## src/hw/rtl/mwd_pkg.sv

```systemverilog
// types and constants of the motion window detector
package mwd_pkg;

  localparam int RANGE_W   = 8;
  localparam int ENTRY_W   = 7;
  localparam int INDEX_W   = 3;
  localparam int HAND_W    = 8;
  localparam int CFG_IDX_W = 2;
  localparam int CFG_DAT_W = 7;

  localparam logic [CFG_IDX_W-1:0] CFG_SPREAD_THRESHOLD   = 2'd0;
  localparam logic [CFG_IDX_W-1:0] CFG_COMPRESSION_ENABLE = 2'd1;
  localparam logic [CFG_IDX_W-1:0] CFG_VENTILATION_ENABLE = 2'd2;

  localparam logic [ENTRY_W-1:0] SPREAD_RESET = 7'd8;
  localparam logic [ENTRY_W-1:0] ENTRY_MAX    = 7'd127;

  localparam logic CH_COMP = 1'b0;
  localparam logic CH_VENT = 1'b1;

  // divide by ten: (x * 6554) >> 16 is exact for x below 16384
  localparam int SUM_MAX_W  = 12;
  localparam int DIV_MULT_W = 13;
  localparam logic [DIV_MULT_W-1:0] DIV_MULT = 13'd6554;
  localparam int DIV_SHIFT  = 16;
  localparam int PROD_W     = SUM_MAX_W + DIV_MULT_W;
  localparam int QUOT_W     = 9;

  typedef struct packed {
    logic               sensing_on;
    logic [RANGE_W-1:0] compression_range;
    logic               compression_ok;
    logic [RANGE_W-1:0] ventilation_range;
    logic               ventilation_ok;
    logic [HAND_W-1:0]  hand_position;
  } in_item_t;

  typedef struct packed {
    logic               channel;
    logic [ENTRY_W-1:0] sample_value;
    logic [INDEX_W-1:0] sample_index;
    logic [HAND_W-1:0]  frame_hand_position;
    logic [ENTRY_W-1:0] window_peak;
    logic [ENTRY_W-1:0] window_trough;
    logic               last;
  } out_item_t;

  typedef struct packed {
    logic capture;
    logic ch;
    logic acc;
    logic div;
    logic win;
    logic out_load;
  } mwd_cmd_t;

  typedef struct packed {
    logic sensing;
    logic feed_ok;
    logic group_done;
    logic emit_pending;
    logic emit_last;
    logic out_free;
  } mwd_status_t;

endpackage

```

## src/hw/rtl/mwd_stream_if.sv

```systemverilog
// valid/ready stream interface carrying one payload
interface mwd_stream_if #(parameter type payload_t = logic);
  logic     valid;
  logic     ready;
  payload_t payload;

  modport source (output valid, output payload, input ready);
  modport sink   (input valid, input payload, output ready);
endinterface

```

## src/hw/rtl/mwd_ctrl.sv

```systemverilog
// controller state machine sequencing the channel feeds and frame emission
module mwd_ctrl (
  input  logic                  clk,
  input  logic                  rst_n,
  input  logic                  in_valid,
  output logic                  in_ready,
  input  mwd_pkg::mwd_status_t  st,
  output mwd_pkg::mwd_cmd_t     cmd
);
  import mwd_pkg::*;

  localparam logic [2:0] S_IDLE = 3'd0;
  localparam logic [2:0] S_ACC  = 3'd1;
  localparam logic [2:0] S_DIV  = 3'd2;
  localparam logic [2:0] S_WIN  = 3'd3;
  localparam logic [2:0] S_EMIT = 3'd4;

  logic [2:0] state_r, state_nxt;
  logic       ch_r, ch_nxt;
  logic [2:0] after_ch;

  assign in_ready = (state_r == S_IDLE);
  assign after_ch = (ch_r == CH_COMP) ? S_ACC : S_EMIT;

  always_comb begin
    state_nxt = state_r;
    ch_nxt    = ch_r;
    cmd       = '0;
    cmd.ch    = ch_r;
    unique case (state_r)
      S_IDLE: begin
        if (in_valid) begin
          cmd.capture = 1'b1;
          ch_nxt      = CH_COMP;
          state_nxt   = S_ACC;
        end
      end
      S_ACC: begin
        if (!st.sensing) begin
          state_nxt = S_IDLE;
        end else if (st.feed_ok && st.group_done) begin
          cmd.acc   = 1'b1;
          state_nxt = S_DIV;
        end else begin
          cmd.acc   = st.feed_ok;
          ch_nxt    = CH_VENT;
          state_nxt = after_ch;
        end
      end
      S_DIV: begin
        cmd.div   = 1'b1;
        state_nxt = S_WIN;
      end
      S_WIN: begin
        cmd.win   = 1'b1;
        ch_nxt    = CH_VENT;
        state_nxt = after_ch;
      end
      S_EMIT: begin
        if (!st.emit_pending) begin
          state_nxt = S_IDLE;
        end else if (st.out_free) begin
          cmd.out_load = 1'b1;
          if (st.emit_last) begin
            state_nxt = S_IDLE;
          end
        end
      end
      default: begin
        state_nxt = S_IDLE;
      end
    endcase
  end

  always_ff @(posedge clk) begin
    if (!rst_n) begin
      state_r <= S_IDLE;
      ch_r    <= CH_COMP;
    end else begin
      state_r <= state_nxt;
      ch_r    <= ch_nxt;
    end
  end

endmodule

```

## src/hw/rtl/mwd_dp.sv

```systemverilog
// datapath: config registers, group sums, windows, peak/trough and output register
module mwd_dp #(
  parameter int READINGS_PER_ENTRY = 5,
  parameter int WINDOW_LENGTH      = 5
) (
  input  logic                                 clk,
  input  logic                                 rst_n,
  input  logic                                 cfg_we,
  input  logic [mwd_pkg::CFG_IDX_W-1:0]        cfg_index,
  input  logic [mwd_pkg::CFG_DAT_W-1:0]        cfg_wdata,
  input  mwd_pkg::in_item_t                    in_item,
  input  logic                                 out_ready,
  output logic                                 out_valid,
  output mwd_pkg::out_item_t                   out_item,
  input  mwd_pkg::mwd_cmd_t                    cmd,
  output mwd_pkg::mwd_status_t                 st
);
  import mwd_pkg::*;

  localparam int RC_W  = (READINGS_PER_ENTRY > 1) ? $clog2(READINGS_PER_ENTRY) : 1;
  localparam int SUM_W = RANGE_W + RC_W;
  localparam int WC_W  = $clog2(WINDOW_LENGTH);

  in_item_t           item_r;
  logic [ENTRY_W-1:0] thr_r;
  logic [1:0]         en_r;
  logic [RC_W-1:0]    rcnt_r  [2];
  logic [SUM_W-1:0]   acc_r   [2];
  logic [WC_W-1:0]    wcnt_r  [2];
  logic [ENTRY_W-1:0] win_r   [2][WINDOW_LENGTH];
  logic [ENTRY_W-1:0] hi_r    [2];
  logic [ENTRY_W-1:0] lo_r    [2];
  logic [ENTRY_W-1:0] peak_r  [2];
  logic [ENTRY_W-1:0] trough_r[2];
  logic [1:0]         pend_r;
  logic               act_r;
  logic [WC_W-1:0]    eidx_r;
  logic [PROD_W-1:0]  prod_r;
  logic               out_valid_r;
  out_item_t          out_r;

  logic               sel;
  logic [RANGE_W-1:0] rd;
  logic [SUM_W-1:0]   acc_sum;
  logic               grp_done;
  logic [QUOT_W-1:0]  quot;
  logic [ENTRY_W-1:0] entry;
  logic               first;
  logic [ENTRY_W-1:0] hi_new, lo_new, spread;
  logic               win_full;
  logic               emit_last;

  assign sel      = cmd.ch;
  assign rd       = sel ? item_r.ventilation_range : item_r.compression_range;
  assign acc_sum  = (rcnt_r[sel] == '0) ? SUM_W'(rd) : acc_r[sel] + SUM_W'(rd);
  assign grp_done = (rcnt_r[sel] == RC_W'(READINGS_PER_ENTRY - 1));

  assign quot   = prod_r[DIV_SHIFT +: QUOT_W];
  assign entry  = (quot > QUOT_W'(ENTRY_MAX)) ? ENTRY_MAX : quot[ENTRY_W-1:0];
  assign first  = (wcnt_r[sel] == '0);
  assign hi_new = (first || entry > hi_r[sel]) ? entry : hi_r[sel];
  assign lo_new = (first || entry < lo_r[sel]) ? entry : lo_r[sel];
  assign spread = hi_new - lo_new;
  assign win_full  = (wcnt_r[sel] == WC_W'(WINDOW_LENGTH - 1));
  assign emit_last = (eidx_r == WC_W'(WINDOW_LENGTH - 1));

  assign st.sensing      = item_r.sensing_on;
  assign st.feed_ok      = sel ? (en_r[1] & item_r.ventilation_ok)
                               : (en_r[0] & item_r.compression_ok);
  assign st.group_done   = grp_done;
  assign st.emit_pending = pend_r[act_r];
  assign st.emit_last    = emit_last;
  assign st.out_free     = !out_valid_r || out_ready;

  assign out_valid = out_valid_r;
  assign out_item  = out_r;

  // control state
  always_ff @(posedge clk) begin
    if (!rst_n) begin
      thr_r       <= SPREAD_RESET;
      en_r        <= 2'b11;
      rcnt_r      <= '{default: '0};
      wcnt_r      <= '{default: '0};
      peak_r      <= '{default: '0};
      trough_r    <= '{default: '0};
      pend_r      <= '0;
      act_r       <= CH_COMP;
      eidx_r      <= '0;
      out_valid_r <= 1'b0;
    end else begin
      if (cfg_we) begin
        unique case (cfg_index)
          CFG_SPREAD_THRESHOLD:   thr_r   <= cfg_wdata;
          CFG_COMPRESSION_ENABLE: en_r[0] <= cfg_wdata[0];
          CFG_VENTILATION_ENABLE: en_r[1] <= cfg_wdata[0];
          default: ;
        endcase
      end
      if (cmd.acc) begin
        rcnt_r[sel] <= grp_done ? '0 : rcnt_r[sel] + RC_W'(1);
      end
      if (cmd.win) begin
        wcnt_r[sel] <= win_full ? '0 : wcnt_r[sel] + WC_W'(1);
        if (win_full) begin
          pend_r[sel]   <= 1'b1;
          peak_r[sel]   <= hi_new;
          trough_r[sel] <= lo_new;
          if (spread > thr_r) begin
            act_r <= sel;
          end
        end
      end
      if (cmd.out_load) begin
        out_valid_r <= 1'b1;
        eidx_r      <= emit_last ? '0 : eidx_r + WC_W'(1);
        if (emit_last) begin
          pend_r[act_r] <= 1'b0;
        end
      end else if (out_ready) begin
        out_valid_r <= 1'b0;
      end
    end
  end

  // payload
  always_ff @(posedge clk) begin
    if (cmd.capture) begin
      item_r <= in_item;
    end
    if (cmd.acc) begin
      acc_r[sel] <= acc_sum;
    end
    if (cmd.div) begin
      prod_r <= SUM_MAX_W'(acc_r[sel]) * DIV_MULT;
    end
    if (cmd.win) begin
      win_r[sel][wcnt_r[sel]] <= entry;
      hi_r[sel]               <= hi_new;
      lo_r[sel]               <= lo_new;
    end
    if (cmd.out_load) begin
      out_r.channel             <= act_r;
      out_r.sample_value        <= win_r[act_r][eidx_r];
      out_r.sample_index        <= INDEX_W'(eidx_r);
      out_r.frame_hand_position <= (act_r == CH_VENT) ? '0 : item_r.hand_position;
      out_r.window_peak         <= peak_r[act_r];
      out_r.window_trough       <= trough_r[act_r];
      out_r.last                <= emit_last;
    end
  end

endmodule

```

## src/hw/rtl/dual_channel_motion_window_detector_unit.sv

```systemverilog
// top level of the dual-channel motion window detector
//
// in_chan takes one sensor tick per transaction; out_chan returns frame entries,
// one transaction per window entry, last set on the final entry of a frame.
// cfg_we/cfg_index/cfg_wdata write spread threshold (0), compression enable (1)
// and ventilation enable (2); write only while the block is idle.
// A tick is processed by one sequencer that visits compression then ventilation:
// one accumulate step per channel, plus the divide-by-ten multiply and window
// update steps when a five-reading group completes, before the emit check. A
// frame then goes out one entry at a time through the output register. A tick
// with sensing off returns the sequencer to idle. in_chan.ready is high only
// while the sequencer is idle. When the receiver stalls, the output register
// holds its entry and the sequencer waits; a new tick is still taken while the
// final entry waits. Reset is synchronous: counters, pending flags, peak/trough,
// active channel (compression) and config registers return to their reset
// values at a clock edge while rst_n is low.
module dual_channel_motion_window_detector_unit #(
  parameter int READINGS_PER_ENTRY = 5,
  parameter int WINDOW_LENGTH      = 5
) (
  input  logic                          clk,
  input  logic                          rst_n,
  input  logic                          cfg_we,
  input  logic [mwd_pkg::CFG_IDX_W-1:0] cfg_index,
  input  logic [mwd_pkg::CFG_DAT_W-1:0] cfg_wdata,
  mwd_stream_if.sink                    in_chan,
  mwd_stream_if.source                  out_chan
);
  import mwd_pkg::*;

  mwd_cmd_t    cmd;
  mwd_status_t st;

  mwd_ctrl u_ctrl (
    .clk      (clk),
    .rst_n    (rst_n),
    .in_valid (in_chan.valid),
    .in_ready (in_chan.ready),
    .st       (st),
    .cmd      (cmd)
  );

  mwd_dp #(
    .READINGS_PER_ENTRY (READINGS_PER_ENTRY),
    .WINDOW_LENGTH      (WINDOW_LENGTH)
  ) u_dp (
    .clk       (clk),
    .rst_n     (rst_n),
    .cfg_we    (cfg_we),
    .cfg_index (cfg_index),
    .cfg_wdata (cfg_wdata),
    .in_item   (in_chan.payload),
    .out_ready (out_chan.ready),
    .out_valid (out_chan.valid),
    .out_item  (out_chan.payload),
    .cmd       (cmd),
    .st        (st)
  );

endmodule

```

## src/flat_wrapper.sv

```systemverilog
// flat-port wrapper written by rule: the top's interface ports become plain ports
module dual_channel_motion_window_detector_unit_flat import mwd_pkg::*;
#(
  parameter int READINGS_PER_ENTRY = 5,
  parameter int WINDOW_LENGTH      = 5
)
  (clk, rst_n, cfg_we, cfg_index, cfg_wdata, in_chan_valid, in_chan_payload, in_chan_ready, out_chan_valid, out_chan_payload, out_chan_ready);
  mwd_stream_if in_chan_i ();
  mwd_stream_if out_chan_i ();
  input  logic clk;
  input  logic rst_n;
  input  logic cfg_we;
  input  logic [mwd_pkg::CFG_IDX_W-1:0] cfg_index;
  input  logic [mwd_pkg::CFG_DAT_W-1:0] cfg_wdata;
  input wire logic [$bits(in_chan_i.valid)-1:0] in_chan_valid;
  input wire logic [$bits(in_chan_i.payload)-1:0] in_chan_payload;
  output wire logic [$bits(in_chan_i.ready)-1:0] in_chan_ready;
  output wire logic [$bits(out_chan_i.valid)-1:0] out_chan_valid;
  output wire logic [$bits(out_chan_i.payload)-1:0] out_chan_payload;
  input wire logic [$bits(out_chan_i.ready)-1:0] out_chan_ready;
  assign in_chan_i.valid = in_chan_valid;
  assign in_chan_i.payload = in_chan_payload;
  assign in_chan_ready = in_chan_i.ready;
  assign out_chan_valid = out_chan_i.valid;
  assign out_chan_payload = out_chan_i.payload;
  assign out_chan_i.ready = out_chan_ready;
  dual_channel_motion_window_detector_unit #(.READINGS_PER_ENTRY(READINGS_PER_ENTRY), .WINDOW_LENGTH(WINDOW_LENGTH)) u_core (.clk(clk), .rst_n(rst_n), .cfg_we(cfg_we), .cfg_index(cfg_index), .cfg_wdata(cfg_wdata), .in_chan(in_chan_i), .out_chan(out_chan_i));
endmodule
```

## config.mk

```make
export PLATFORM = sky130hd
export DESIGN_NAME = dual_channel_motion_window_detector_unit_flat
export DESIGN_NICKNAME = d
export VERILOG_FILES = /design/src/hw/rtl/mwd_pkg.sv /design/src/hw/rtl/mwd_stream_if.sv /design/src/hw/rtl/mwd_ctrl.sv /design/src/hw/rtl/mwd_dp.sv /design/src/hw/rtl/dual_channel_motion_window_detector_unit.sv /design/src/flat_wrapper.sv
export SDC_FILE = /design/constraint.sdc
export NUM_CORES = 1
export LEC_CHECK = 0
export BUFFER_PORTS_ARGS = -buffer_cell sky130_fd_sc_hd__buf_2
export CORE_MARGIN = 4
export CORE_UTILIZATION = 62
export CTS_BUF_LIST = sky130_fd_sc_hd__clkbuf_8 sky130_fd_sc_hd__clkbuf_16
export CTS_CLUSTER_SIZE = 30
export DETAILED_ROUTE_END_ITERATION = 7
export GPL_ROUTABILITY_DRIVEN = 1
export HOLD_SLACK_MARGIN = 0.02
export PLACE_DENSITY = 0.89
export SYNTH_ARGS = -nofsm -noshare
export SYNTH_HDL_FRONTEND = slang
export SYNTH_SLANG_ARGS = --single-unit
```

## constraint.sdc

```tcl
create_clock -name clk -period 7.9 [get_ports clk]
set_input_delay 1.185 -clock clk [delete_from_list [all_inputs] [get_ports clk]]
set_output_delay 1.185 -clock clk [all_outputs]
set_load 0.01 [all_outputs]
```

==> metrics.csv <==
metric;value;unit
status;finished, final reports clean;
Hold Path End;u_core.u_dp.wcnt_r[1];
Slew Limit Fails;0;
via/cell ratio;5.19;
TritonCTS clock tree;built;
Final nets;272;
power per cell area;158;nW/µm²
worst reg2reg setup slack;4.40;ns
total wire length;3.42;mm
Worst EP required;8.13;ns
Hold Buf Count CTS;0;
Crit Path Class;reg -> reg;
PortBufs;16;
Setup TNS;0;ns
Seq/Total Area, Yosys;45.0;%
pre-CTS setup slack;4.41;ns
hold_sp;u_core.u_dp.wcnt_r[1];
Final GP Congestion;0.796;
post_cts resized;0;
Mean Syn Cell Area;9.83;µm²
async set-reset flop share out of synthesis;0;%
number of diodes;0;
Core Region;3150;µm²
1st-pass router iterations;4;
minimum clock period;3.50;ns
num ports;18;
cell depth of the worst flop-to-flop path;15;
Iteration-0 DRC Markers;37;
Hold Vio Cnt, Final;0;
largest net degree at the start of global routing;27;
fin crit share;44.4;%
clk sinks;40;
number of flops mapped to enable cells by yosys;15;
Static Leakage;0.000916;µW
peak supply drop;0.000123;V
synth-to-layout area growth;10.1;%
TritonCTS buffer count;5;
synth warn;0;
Post-Place Cells;276;
worst skew pair latency;0.30;ns
Crit Path Max Fanout;8;
vias in the first global route;1513;
ys flop type;dfxtp_1;
H-tree lvl count;2;
arrival time worst endpoint;3.73;ns
RSZ-0062 raised after global routing;false;
crit start category;flip-flop;
clk_skew;0.00483;ns
Worst-path clk slew;0.07;ns
post-route insts no fill;284;
die area;4410;µm²
initial core utilization;67.0;%
FILL cells;234;
Syn Std Cell Area;2110;µm²
synth unique cells;42;
R2R Path Start;u_core.u_ctrl.ch_r;
initial antenna violation count;0;
row cnt;20;
reg-to-reg endpoint;u_core.u_dp.act_r;
register bit total from synthesis;40;
first-pass GRT wire length;6.27;mm
Detail Route Antenna Nets;0;
Die W;66.4;µm
Die Y;66.4;µm
Max clock buf depth;2;
Synth Instances;215;
# Max-Cap Violations;0;
dpl hpwl;2.52;mm
HP Class;reg -> reg;
Setup-failing EPs final;0;
Hold Crit Depth;2;
Fmax;0.285;GHz
final setup margin;4.40;ns
root buffer cell;clkbuf_8;
total grt overflow;0;
Critical Path Sink Type;flip-flop;
detailed-route via count;1474;
DR WL/cell;12.0;µm
Post-CTS Setup Inserts;0;
Tot GR Track Use;18.8;%
Residual DRC;0;
share of layout cells above drive strength 1;12.5;%
-- synth_stat cells (all sizes together) (3+ instances only) --
cell type  number  area share, %
a21boi          5            1.8
a21oi          16            3.8
and2            4            1.2
clkbuf          3           0.59
dfxtp          25             24
edfxtp         15             21
ha             17             10
inv            24            4.3
mux2i          13            6.3
nand2          18            3.2
nand3           3           0.71
nor2           14            2.5
nor2b          14            4.1
nor3            3           0.71
o21ai           6            1.4
xnor2           5            2.1
-- flip-flops by register name (all words and copies together), names as in the netlist, named ones only --
signal,cells
u_core.u_dp.act_r,1
u_core.u_dp.eidx_r,3
u_core.u_ctrl.state_r,3
u_core.u_dp.wcnt_r,6
u_core.u_dp.out_valid,1
u_core.u_dp.pend_r,2
u_core.u_ctrl.ch_r,1
u_core.u_dp.out_item,1
u_core.u_dp.lo_r,14
u_core.u_dp.thr_r,7
-- area by class of cell --
class	instances	area (µm²)	area share, %
multi-input combinational	151	1060	45.6
clock buffer	5	68.8	2.96
inverter	24	90.1	3.87
timing repair buffer	17	87.6	3.76
tap	44	55.1	2.37
sequential	40	951	40.9
clock inverter	3	12.5	0.538
-- critical path, stage by stage, from the launching register on --
cell      delay [ns]
dfxtp_1         0.55
mux2i_1         0.30
ha_1            0.31
nand2_1         0.19
and2_1          0.21
ha_1            0.32
nor2b_1         0.12
o21ai_0         0.07
nand2_1         0.10
a31oi_1         0.11
xnor2_1         0.15
ha_1            0.33
nand3_1         0.11
o21bai_1        0.17
a31oi_1         0.20
mux2i_1         0.20
-- through the flow --
step / total power (µW) / hold WS [ns] / utilization [%] / cell area (µm²)
after floorplan: 237 / 0.443 / - / 2130
after global placement: 243 / 0.454 / 71.2 / 2250
after detailed placement: 244 / 0.464 / 71.2 / 2250
after CTS: 370 / 0.473 / 73.8 / 2330
after global routing: 382 / 0.515 / 73.8 / 2330
final: 367 / 0.473 / 73.8 / 2330
-- kinds of logic after synthesis --
| family | Yosys count | synth area share [%] |
|---|---|---|
| compound gates | 40 | 12.6 |
| buf+inv | 29 | 5.62 |
| fa+ha+maj | 18 | 11.0 |
| mux | 14 | 6.87 |
| other cells | 2 | 0.355 |
| flops | 40 | 45.0 |
| simple gates | 67 | 16.5 |
| xor+xnor | 5 | 2.07 |
-- worst max path at each step --
stage / start / to / slack, ns / cells past startpoint
final: u_core.u_ctrl.ch_r / u_core.u_dp.act_r / 4.40 / 15
after global routing: u_core.u_ctrl.ch_r / u_core.u_dp.act_r / 4.06 / 15
after CTS: u_core.u_ctrl.ch_r / u_core.u_dp.act_r / 4.35 / 15
after detailed placement: u_core.u_ctrl.ch_r / u_core.u_dp.act_r / 4.41 / 15
after global placement: u_core.u_ctrl.ch_r / u_core.u_dp.act_r / 4.44 / 15
after floorplan: u_core.u_ctrl.ch_r / u_core.u_dp.act_r / 4.89 / 16
-- power breakdown --
part / internal [µW] / switching, µW
clock: 59.3 / 69.0
sequential: 214 / 0.754
combinational: 12.3 / 12.5
total: 285 / 82.2
-- per-layer routing --
metal / share of wire, % / wire length [µm] / global-route usage [%]
met1: 44 / 1520 / 21.8
met4: 1.8 / 62 / 7.61
met3: 4.5 / 155 / 5.61
met5: 0 / 0 / 0
met2: 49 / 1680 / 32.2
-- layout by cell type (no fill, tap or decap), types with 2 or more instances in the layout --
| cell | n |
|---|---|
| dfxtp_1 | 25 |
| conb_1 | 7 |
| nand3_1 | 3 |
| xnor2_1 | 5 |
| nand2_1 | 18 |
| a21o_1 | 2 |
| clkbuf_8 | 5 |
| and2_1 | 4 |
| edfxtp_1 | 15 |
| inv_1 | 26 |
| mux2i_1 | 12 |
| a21oi_1 | 16 |
| o21ai_0 | 6 |
| nor2_1 | 14 |
| a21boi_0 | 5 |
| nor2b_1 | 14 |
| ha_1 | 17 |
| buf_2 | 16 |
| nand3b_1 | 2 |
| nor3_1 | 3 |
| o211ai_1 | 2 |
| a31oi_1 | 2 |
| o31ai_1 | 2 |
Note: power is estimated with default switching activity, not from simulation.
